[src/sv/uart_can_frame_parser_assert.svh]
// Assertion macros shared by the frame parser modules.
// Each macro expects a clock and an active-high synchronous reset as arguments.
`ifndef UART_CAN_FRAME_PARSER_ASSERT_SVH
`define UART_CAN_FRAME_PARSER_ASSERT_SVH

// Same-cycle implication, checked outside reset.
`define UCFP_ASSERT_NOW(label, clk, rst, ante, cons) \
  label: assert property (@(posedge clk) disable iff (rst) (ante) |-> (cons)) \
    else $error("frame parser assertion failed");

// Next-cycle implication, checked outside reset.
`define UCFP_ASSERT_NEXT(label, clk, rst, ante, cons) \
  label: assert property (@(posedge clk) disable iff (rst) (ante) |=> (cons)) \
    else $error("frame parser assertion failed");

`endif

[src/sv/ucfp_pkg.sv]
// Package for the delimited serial frame parser: parser states, the command
// and status structs between controller and datapath, and register constants.
// No dependencies.
package ucfp_pkg;

  // Configuration register map.
  localparam int CFG_INDEX_W = 2;
  localparam logic [CFG_INDEX_W-1:0] CFG_START_BYTE = 2'd0;
  localparam logic [CFG_INDEX_W-1:0] CFG_END_BYTE   = 2'd1;

  // Register reset values.
  localparam logic [7:0] START_BYTE_RESET = 8'hAA;
  localparam logic [7:0] END_BYTE_RESET   = 8'h55;

  // Parser states.
  typedef enum logic [2:0] {
    S_IDLE,
    S_ID_HIGH,
    S_ID_LOW,
    S_LENGTH,
    S_PAYLOAD,
    S_CLOSE,
    S_EMIT_READ,
    S_EMIT_LOAD
  } state_t;

  // Commands from the controller to the datapath.
  typedef struct packed {
    logic id_high;     // capture identifier high byte
    logic id_low;      // capture identifier low byte
    logic len_load;    // capture length and clear the payload count
    logic wr_payload;  // store one payload byte
    logic emit_start;  // clear the emit index
    logic emit_step;   // advance the emit index
    logic load_out;    // load the output register with one result
  } cmd_t;

  // Status from the datapath to the controller.
  typedef struct packed {
    logic start_match;   // received byte equals the start byte
    logic end_match;     // received byte equals the end byte
    logic len_ok;        // received byte is a legal length
    logic payload_done;  // current payload byte is the last of the frame
    logic emit_last;     // emit index points at the last payload byte
    logic out_free;      // output register can take a result this cycle
  } status_t;

endpackage

[src/sv/ucfp_dpath.sv]
// Datapath of the frame parser: configuration registers, identifier and length
// holding registers, payload memory, emit counter and output register.
// Depends on ucfp_pkg and uart_can_frame_parser_assert.svh.
`include "uart_can_frame_parser_assert.svh"

module ucfp_dpath #(
  parameter int MAX_PAYLOAD = 11
) (
  input  logic                             clk,
  input  logic                             rst,
  input  logic                             cfg_valid,
  input  logic [ucfp_pkg::CFG_INDEX_W-1:0] cfg_index,
  input  logic [7:0]                       cfg_data,
  input  logic [7:0]                       rx_byte,
  input  ucfp_pkg::cmd_t                   cmd,
  output ucfp_pkg::status_t                status,
  input  logic                             out_ready,
  output logic                             out_valid,
  output logic [15:0]                      frame_id,
  output logic [3:0]                       frame_length,
  output logic [3:0]                       byte_index,
  output logic [7:0]                       payload_byte,
  output logic                             last
);

  localparam int CW = $clog2(MAX_PAYLOAD + 1);
  localparam int IW = (MAX_PAYLOAD > 1) ? $clog2(MAX_PAYLOAD) : 1;

  logic [7:0]    start_byte;
  logic [7:0]    end_byte;
  logic [15:0]   held_id;
  logic [CW-1:0] held_length;
  logic [CW-1:0] payload_count;
  logic [IW-1:0] emit_idx;
  logic [7:0]    payload_store [MAX_PAYLOAD];
  logic [7:0]    store_q;

  // Configuration registers; indexes beyond the map are ignored.
  always_ff @(posedge clk) begin
    if (rst) begin
      start_byte <= ucfp_pkg::START_BYTE_RESET;
      end_byte   <= ucfp_pkg::END_BYTE_RESET;
    end else if (cfg_valid) begin
      if (cfg_index == ucfp_pkg::CFG_START_BYTE) begin
        start_byte <= cfg_data;
      end else if (cfg_index == ucfp_pkg::CFG_END_BYTE) begin
        end_byte <= cfg_data;
      end
    end
  end

  // Identifier, length, and payload write counter.
  always_ff @(posedge clk) begin
    if (rst) begin
      held_id       <= '0;
      held_length   <= '0;
      payload_count <= '0;
    end else begin
      if (cmd.id_high) begin
        held_id[15:8] <= rx_byte;
      end
      if (cmd.id_low) begin
        held_id[7:0] <= rx_byte;
      end
      if (cmd.len_load) begin
        held_length   <= rx_byte[CW-1:0];
        payload_count <= '0;
      end else if (cmd.wr_payload) begin
        payload_count <= payload_count + CW'(1);
      end
    end
  end

  // Payload memory with a registered read port addressed by the emit index.
  always_ff @(posedge clk) begin
    if (cmd.wr_payload) begin
      payload_store[payload_count[IW-1:0]] <= rx_byte;
    end
    store_q <= payload_store[emit_idx];
  end

  // Emit index walks the stored payload once per good frame.
  always_ff @(posedge clk) begin
    if (rst) begin
      emit_idx <= '0;
    end else if (cmd.emit_start) begin
      emit_idx <= '0;
    end else if (cmd.emit_step) begin
      emit_idx <= emit_idx + IW'(1);
    end
  end

  // Output register; it holds a result until the receiver takes it.
  always_ff @(posedge clk) begin
    if (rst) begin
      out_valid <= 1'b0;
    end else if (cmd.load_out) begin
      out_valid <= 1'b1;
    end else if (out_ready) begin
      out_valid <= 1'b0;
    end
  end

  always_ff @(posedge clk) begin
    if (cmd.load_out) begin
      frame_id     <= held_id;
      frame_length <= 4'(held_length);
      byte_index   <= 4'(emit_idx);
      payload_byte <= store_q;
      last         <= status.emit_last;
    end
  end

  // Status toward the controller.
  always_comb begin
    status.start_match  = (rx_byte == start_byte);
    status.end_match    = (rx_byte == end_byte);
    status.len_ok       = (rx_byte != 8'd0) && (rx_byte <= 8'(MAX_PAYLOAD));
    status.payload_done = ((payload_count + CW'(1)) >= held_length);
    status.emit_last    = ((CW'(emit_idx) + CW'(1)) == held_length);
    status.out_free     = !out_valid || out_ready;
  end

  // Checks on the datapath.
  `UCFP_ASSERT_NOW(a_wr_in_range, clk, rst, cmd.wr_payload,
                   payload_count < CW'(MAX_PAYLOAD))
  `UCFP_ASSERT_NEXT(a_load_sets_valid, clk, rst, cmd.load_out, out_valid)
  `UCFP_ASSERT_NEXT(a_last_marked, clk, rst, cmd.load_out && status.emit_last, last)

endmodule

[src/sv/ucfp_ctrl.sv]
// Controller of the frame parser: walks the frame phases on accepted bytes and
// sequences the result burst after a good end byte.
// Depends on ucfp_pkg and uart_can_frame_parser_assert.svh.
`include "uart_can_frame_parser_assert.svh"

module ucfp_ctrl (
  input  logic              clk,
  input  logic              rst,
  input  logic              in_valid,
  output logic              in_ready,
  input  ucfp_pkg::status_t status,
  output ucfp_pkg::cmd_t    cmd
);

  ucfp_pkg::state_t state;
  ucfp_pkg::state_t state_next;
  logic             accept;

  // State register.
  always_ff @(posedge clk) begin
    if (rst) begin
      state <= ucfp_pkg::S_IDLE;
    end else begin
      state <= state_next;
    end
  end

  // Next state and datapath commands.
  always_comb begin
    state_next = state;
    cmd        = '0;
    in_ready   = (state != ucfp_pkg::S_EMIT_READ) && (state != ucfp_pkg::S_EMIT_LOAD);
    accept     = in_valid && in_ready;
    case (state)
      ucfp_pkg::S_IDLE: begin
        if (accept && status.start_match) begin
          state_next = ucfp_pkg::S_ID_HIGH;
        end
      end
      ucfp_pkg::S_ID_HIGH: begin
        if (accept) begin
          cmd.id_high = 1'b1;
          state_next  = ucfp_pkg::S_ID_LOW;
        end
      end
      ucfp_pkg::S_ID_LOW: begin
        if (accept) begin
          cmd.id_low = 1'b1;
          state_next = ucfp_pkg::S_LENGTH;
        end
      end
      ucfp_pkg::S_LENGTH: begin
        if (accept) begin
          if (status.len_ok) begin
            cmd.len_load = 1'b1;
            state_next   = ucfp_pkg::S_PAYLOAD;
          end else begin
            state_next = ucfp_pkg::S_IDLE;
          end
        end
      end
      ucfp_pkg::S_PAYLOAD: begin
        if (accept) begin
          cmd.wr_payload = 1'b1;
          if (status.payload_done) begin
            state_next = ucfp_pkg::S_CLOSE;
          end
        end
      end
      ucfp_pkg::S_CLOSE: begin
        if (accept) begin
          if (status.end_match) begin
            cmd.emit_start = 1'b1;
            state_next     = ucfp_pkg::S_EMIT_READ;
          end else begin
            state_next = ucfp_pkg::S_IDLE;
          end
        end
      end
      ucfp_pkg::S_EMIT_READ: begin
        // The payload memory read completes during this cycle.
        state_next = ucfp_pkg::S_EMIT_LOAD;
      end
      ucfp_pkg::S_EMIT_LOAD: begin
        if (status.out_free) begin
          cmd.load_out = 1'b1;
          if (status.emit_last) begin
            state_next = ucfp_pkg::S_IDLE;
          end else begin
            cmd.emit_step = 1'b1;
            state_next    = ucfp_pkg::S_EMIT_READ;
          end
        end
      end
      default: begin
        state_next = ucfp_pkg::S_IDLE;
      end
    endcase
  end

  // Checks on the controller.
  `UCFP_ASSERT_NOW(a_no_load_while_taking, clk, rst, cmd.load_out, !in_ready)
  `UCFP_ASSERT_NOW(a_load_needs_room, clk, rst, cmd.load_out, status.out_free)
  `UCFP_ASSERT_NEXT(a_good_close_blocks_input, clk, rst, cmd.emit_start, !in_ready)

endmodule

[src/sv/uart_can_frame_parser.sv]
// Delimited serial frame parser.
//
// Usage: bytes enter on the in channel (in_valid/in_ready, rx_byte). A frame is
// start byte, identifier high and low bytes, a length of 1 to MAX_PAYLOAD, that
// many payload bytes, then the end byte. Start and end byte values are set on
// the cfg channel (index 0 start, index 1 end); cfg_ready is always high.
// Bytes are taken one per cycle while a frame is being received. After a good
// end byte the block emits one result per payload byte on the out channel
// (out_valid/out_ready); each result passes through the registered read of
// the payload memory and then the output register load, and the next byte is
// read only once the previous result is loaded. in_ready is low during that
// burst. Bad lengths and bad end bytes drop the frame with no result.
// Reset returns the parser to idle, clears the output register and restores the
// start and end byte values (0xAA and 0x55). When the receiver stalls, the
// current result holds in the output register and the burst waits; outside a
// burst the block keeps taking bytes while a result is pending.
// Depends on ucfp_pkg, ucfp_ctrl and ucfp_dpath.

module uart_can_frame_parser #(
  parameter int MAX_PAYLOAD = 11
) (
  input  logic                             clk,
  input  logic                             rst,
  input  logic                             cfg_valid,
  output logic                             cfg_ready,
  input  logic [ucfp_pkg::CFG_INDEX_W-1:0] cfg_index,
  input  logic [7:0]                       cfg_data,
  input  logic                             in_valid,
  output logic                             in_ready,
  input  logic [7:0]                       rx_byte,
  output logic                             out_valid,
  input  logic                             out_ready,
  output logic [15:0]                      frame_id,
  output logic [3:0]                       frame_length,
  output logic [3:0]                       byte_index,
  output logic [7:0]                       payload_byte,
  output logic                             last
);

  ucfp_pkg::cmd_t    cmd;
  ucfp_pkg::status_t status;

  // Configuration writes are always taken.
  assign cfg_ready = 1'b1;

  ucfp_ctrl u_ctrl (
    .clk      (clk),
    .rst      (rst),
    .in_valid (in_valid),
    .in_ready (in_ready),
    .status   (status),
    .cmd      (cmd)
  );

  ucfp_dpath #(
    .MAX_PAYLOAD (MAX_PAYLOAD)
  ) u_dpath (
    .clk          (clk),
    .rst          (rst),
    .cfg_valid    (cfg_valid),
    .cfg_index    (cfg_index),
    .cfg_data     (cfg_data),
    .rx_byte      (rx_byte),
    .cmd          (cmd),
    .status       (status),
    .out_ready    (out_ready),
    .out_valid    (out_valid),
    .frame_id     (frame_id),
    .frame_length (frame_length),
    .byte_index   (byte_index),
    .payload_byte (payload_byte),
    .last         (last)
  );

endmodule

[config.mk]
export PLATFORM = sky130hd
export DESIGN_NAME = uart_can_frame_parser
export DESIGN_NICKNAME = d
export VERILOG_FILES = /design/src/sv/ucfp_pkg.sv /design/src/sv/ucfp_dpath.sv /design/src/sv/ucfp_ctrl.sv /design/src/sv/uart_can_frame_parser.sv
export VERILOG_INCLUDE_DIRS = /design/src /design/src/sv
export SDC_FILE = /design/constraint.sdc
export NUM_CORES = 1
export LEC_CHECK = 0
export ABC_AREA = 1
export BUFFER_PORTS_ARGS = -buffer_cell sky130_fd_sc_hd__buf_2
export CORE_MARGIN = 4
export CORE_UTILIZATION = 55
export CTS_CLUSTER_SIZE = 25
export DETAILED_ROUTE_END_ITERATION = 8
export PLACE_DENSITY = 0.86
export RECOVER_POWER = 50
export SKIP_CTS_REPAIR_TIMING = 1
export SYNTH_ARGS = -nofsm -noshare
export SYNTH_HDL_FRONTEND = slang
export SYNTH_SLANG_ARGS = --single-unit
[constraint.sdc]
create_clock -name clk -period 3.25 [get_ports clk]
set_input_delay 0.65 -clock clk [delete_from_list [all_inputs] [get_ports clk]]
set_output_delay 0.65 -clock clk [all_outputs]
set_load 0.005 [all_outputs]
# Word-level counts from Yosys, hierarchy flattened
# Memories as Yosys holds them, arrays and structs flattened. A register that Yosys moved wholly into a read port is not among the register bits.
# Cells that the tools add are included.
dict set report word_totals {
  regBits 81
  ram_bits 88
  in_bits 23
  output_inout_bits 36
  wordCells 85
  mem_count 1
}
dict set report classes {
  addsub 2
  order_cmp 2
  eq_ne 21
  mux 29
  n_bitwise 1
  n_reduce_logical 15
}
# name depth width read_ports rd_ports_with_merged_regs wr line_no
set memory_table {}
lappend memory_table {u_dpath.payload_store 11 8 1 1 1 ucfp_dpath.sv:35} ;# logic [7:0] payload_store [MAX_PAYLOAD];
# operator n
set ops {}
lappend ops {{two-way mux 3 bit} 11}
lappend ops {{case mux 3 bit (8 select lines)} 1}
lappend ops {{equality test 8 bit} 2}
lappend ops {{two-way mux 1 bit} 15}
lappend ops {{equality test 3 bit, second input constant} 4}
lappend ops {{!= test 2 x 1 -> 1 bit, second input constant} 6}
lappend ops {{adder 4 x 1 -> 4 bit, second input constant} 2}
lappend ops {{less-or-equal comparator 8 x 4 -> 1 bit, second input constant} 1}
lappend ops {{AND reduction 8 bit} 1}
lappend ops {{nonzero test 8 bit} 1}
lappend ops {{equality test 3 x 2 -> 1 bit, second input constant} 2}
lappend ops {{!= test 3 bit, second input constant} 2}
lappend ops {{equality test 4 bit} 1}
lappend ops {{greater-or-equal comparator 4 bit} 1}
lappend ops {{logical AND 1 bit} 4}
lappend ops {{two-way mux 2 bit} 2}
lappend ops {{!= test 2 bit, second input constant} 2}
lappend ops {{OR reduction 2 bit} 2}
lappend ops {{equality test 3 x 1 -> 1 bit, second input constant} 1}
lappend ops {{zero test 3 bit} 1}
lappend ops {{AND reduction 3 bit} 1}
lappend ops {{equality test 2 x 1 -> 1 bit, second input constant} 1}
lappend ops {{zero test 2 bit} 1}
lappend ops {{AND reduction 2 bit} 1}
lappend ops {{4 further kinds} 4}

# Depth between registers and ports, before layout
dict set report depth {
  word_depth 7
  ltp_mapped 14
  mapped_depth_nobuf 14
}

# Cells and area by module
# A second synthesis with hierarchy kept.
dict set report unflattened {
  cells_unflattened 696
  hier_area_um2 7262.0
}
# module n_inst cells_each area_each_um2 seq_area_each_um2
set modules_own_cells {}
lappend modules_own_cells {ucfp_dpath 1 647 6964.2 4694.5}
lappend modules_own_cells {ucfp_ctrl 1 47 286.5 60.1}
lappend modules_own_cells {uart_can_frame_parser 1 2 11.3 0.0}

# Worst setup path after synthesis
# No wires, ideal clock.
dict set report synth_path {
  path_type {input -> register}
  startpoint {input out_ready}
  endpoint {register u_dpath.byte_index[0], enable pin}
  setup_time_ns 0.423
  arrival_time_ns 2.249
  required_ns 2.827
  slack_ns 0.577
  cell_stages 3
  path_buffers 0
  path_cell_list {or2_2 -> inv_1 -> nor2_1}
}
# item line_no
set synth_lines {}
lappend synth_lines {{start, declared} uart_can_frame_parser.sv:32} ;# input logic out_ready,
lappend synth_lines {{end signal, assigned} ucfp_dpath.sv:108} ;# byte_index <= 4'(emit_idx);
lappend synth_lines {{end, declared} ucfp_dpath.sv:21} ;# output logic [3:0] byte_index,

# Final worst setup path
dict set report layout_path {
  startpoint {register u_ctrl.state[2]}
  endpoint {memory u_dpath.payload_store[8][4], enable pin}
}
dict set report layout_via {
  elab_chain_cells 7
  elab_cells_between_ends 9
  cone_classes {3 x eq/ne; 4 x mux; 2 x reduce/logical}
}
# item line_no
set layout_lines {}
lappend layout_lines {{start, declared} ucfp_ctrl.sv:15} ;# ucfp_pkg::state_t state;
lappend layout_lines {{start signal, assigned} ucfp_ctrl.sv:22} ;# state <= ucfp_pkg::S_IDLE;
lappend layout_lines {{start signal, assigned} ucfp_ctrl.sv:24} ;# state <= state_next;
lappend layout_lines {{!= test 3 bit} ucfp_ctrl.sv:32} ;# in_ready = (state != ucfp_pkg::S_EMIT_READ) && (state != ucfp_pkg::S_EMIT_LOAD);
lappend layout_lines {{logical AND 1 bit} ucfp_ctrl.sv:32}
lappend layout_lines {{logical AND 1 bit} ucfp_ctrl.sv:33} ;# accept = in_valid && in_ready;
lappend layout_lines {{two-way mux 1 bit} ucfp_ctrl.sv:63} ;# if (accept) begin
lappend layout_lines {{two-way mux 1 bit (*)} ucfp_ctrl.sv:34} ;# case (state)
lappend layout_lines {{two-way mux 1 bit (*)} ucfp_dpath.sv:76} ;# if (cmd.wr_payload) begin
lappend layout_lines {{two-way mux 1 bit (not written as such) (*)} ucfp_dpath.sv:77} ;# payload_store[payload_count[IW-1:0]] <= rx_byte;
lappend layout_lines {{end, declared} ucfp_dpath.sv:35}
# Mark *: on every way between the ends. The rest lies on a longest branch, timed or not.

==> flow_summary.ini <==
[outcome]
outcome = completed

[setup_path]
cp_num_buf_inv = 1
crit_chain = inv_2 > nor3_2 > nand2_2 > nor3_1
crit_family = simple AND/OR/NAND/NOR gates
crit_type = reg -> reg
path_depth = 4
crit_end = u_dpath.payload_store[8][4]
cp-startpoint = u_ctrl.state[2]
timing.rr.start = u_ctrl.state[2]
slowest_stage = nor3_1
reg2reg_to = u_dpath.payload_store[8][4]
start_kind = flop
r2r_setup_slack_ns = 0.91
path_max_fanout = 17
cpPeakStageDelay_ns = 0.88
reg2regPathDepth = 4
required_ns = 3.30
crit_arrival_ns = 2.39
end_kind = flop

[finish]
n_fill_cell = 919
antenna_cells = 0
final_common_cell = edfxtp_1
area_growth_pct = 13.4
drive_gt1_share_pct = 12.4
num-nets-final = 726
final_core_util_pct = 63.4
final_cell_mix = edfxtp_1, nand2_1, nor2_1

[grt]
grt_pass1_vias = 4796
track_usage_pct = 21.9
grt_pass1_wl_um = 24100
antenna_found_initial = 0
overflow = 0
grt_max_degree = 43

[logic_synthesis]
synth_ff_type = edfxtp_1
synth_seq_cells = 177
post_synth.cell_area_avg_um2 = 11.0
async_flop_share_pct = 0
ys_seq_area_share_pct = 67.6
synth_edf_count = 121
yosysWarnings = 0
syn_inst = 637
mappedNetlistArea_um2 = 7030
synth_cell_types = 32
synth_fp_nets = 669

[routing]
wirelength_um = 15400
drtAntennaViolNets = 0
via_per_inst = 5.67
first_pass_iters = 6
drc = 0
dr.first_iter.drc_count = 484
met2_length_um = 7650
met1_length_um = 6140
dr_wl_met3_um = 1260
wl_per_cell_um = 17.5
num_vias = 4981
top_layer = met4

[die]
die_x_um = 121
dieArea_um2 = 14700
core_um2 = 12600
start_util_pct = 55.9
die_h_um = 121
rows = 41
design.portCount = 59

[worst_hold_path]
hp-class = reg -> reg

[pwr]
p_total_uw = 4430
irDropWorstVdd_mv = 0.372
p_per_area_nw_per_um2 = 555
p_leak_uw = 0.00295

[timing]
tightest_slew_ns = 1.16
finalClockSkew_ns = 0.00819
hold_viol = 0
report.final.setup_viol = 0
rsz0062_at_grt = false
maxSlewViolCount = 0
tns_ns = 0
fmax_mhz = 427
period_share_pct = 72.0
fin_crit_ns = 2.34
maxSlewHeadroom_pct = 22.7

[place]
gp_congestion = 1.07
portBuffers = 57
dp_hpwl_um = 9750

[clock_network]
numCtsBuffers = 17
clock_latency_ns = 0.44
cts_tree = done
clk_pin_slew_worst_paths_ns = 0.06
clockBufferDepth = 2
cts_sinks = 177
root_buffer = clkbuf_16
htree_levels = 4

[flow_run]
drv_cap = 0
==> kinds of logic (layout without fill, tap and decap cells) <==
logic type                 after synthesis  after routing  synth area share, %
AOI/OAI and AO/OA                      138            138                 11.0
xor gates and xnor gates                13             13                 1.62
adders and majority gates                9              9                 1.60
buffers and inverters                   74            144                 4.34
DFF                                    177            177                 67.6
other                                    1              1               0.0533
and+or+nand+nor                        225            225                 13.8
==> state kept, by name (all words and copies together), names as in the netlist <==
signal / count
u_dpath.store_q: 8
u_dpath.held_id: 16
u_dpath.out_valid: 1
u_dpath.payload_byte: 8
u_dpath.last: 1
u_dpath.payload_count: 4
u_dpath.byte_index: 4
u_dpath.start_byte: 8
u_dpath.held_length: 4
u_dpath.frame_length: 4
u_dpath.end_byte: 8
u_dpath.frame_id: 16
u_dpath.payload_store: 88
u_ctrl.state: 3
u_dpath.emit_idx: 4
==> per-layer routing <==
metal / vias to the layer above / GRT usage [%]
met5: - / 0
met1: 2362 / 27.7
li1: 2327 / -
met4: 0 / 8.57
met3: 36 / 5.87
met2: 256 / 36.0
==> synth_stat cells (3+ instances only) <==
cell      instances  area share [%]
inv_2             6            0.32
buf_2             7            0.50
ha_1              9             1.6
nand2_1          93             5.0
inv_1            43             2.3
xnor2_1           6            0.75
a21oi_1          46             3.3
nand3_1          27             1.9
nor2_1           75             4.0
nor3_1           14             1.0
o21ai_0          68             4.8
nand2_2           6            0.53
edfxtp_1        121              52
a21oi_2           3            0.37
dfxtp_1          56              16
o211ai_1          4            0.43
o221ai_1         14             1.7
buf_4             5            0.53
clkbuf_1         11            0.59
xor2_1            7            0.87
==> worst min-delay path by stage <==
stage	start	to	slack (ns)	depth (start not counted)
2_1_floorplan	u_dpath.store_q[0]	u_dpath.payload_byte[0]	0.39	0
3_3_place_gp	u_dpath.store_q[5]	u_dpath.payload_byte[5]	0.39	0
3_5_place_dp	u_dpath.store_q[0]	u_dpath.payload_byte[0]	0.39	0
4_1_cts	u_dpath.store_q[0]	u_dpath.payload_byte[0]	0.40	0
5_1_grt	u_dpath.store_q[4]	u_dpath.payload_byte[4]	0.41	0
6_report	u_dpath.store_q[0]	u_dpath.payload_byte[0]	0.40	0
==> layout make-up <==
| type | instances | area, µm² | area share (%) |
|---|---|---|---|
| clock buffer | 20 | 437 | 5.48 |
| clock inverter | 12 | 108 | 1.35 |
| inverter | 49 | 184 | 2.31 |
| multi-input combinational | 386 | 1970 | 24.7 |
| sequential | 177 | 4750 | 59.7 |
| tap | 172 | 215 | 2.70 |
| timing repair buffer | 63 | 299 | 3.75 |
==> metrics by stage <==
stage / setup slack [ns] / hold slack [ns] / area, µm² / std cells
2_1_floorplan: 0.577 / 0.386 / 7030 / 637
4_1_cts: 0.905 / 0.405 / 8000 / 879
3_3_place_gp: 1.08 / 0.387 / 7460 / 847
3_5_place_dp: 0.937 / 0.389 / 7460 / 847
6_report: 0.909 / 0.405 / 7970 / 879
5_1_grt: 0.641 / 0.408 / 7970 / 879
==> power breakdown <==
| part | switching, µW | internal, µW | total, µW |
|---|---|---|---|
| clock network | 846 | 1060 | 1900 |
| logic | 80.1 | 30.9 | 111 |
| registers | 6.61 | 2410 | 2410 |
| total | 932 | 3490 | 4430 |
(Power assumes the default switching activity.)
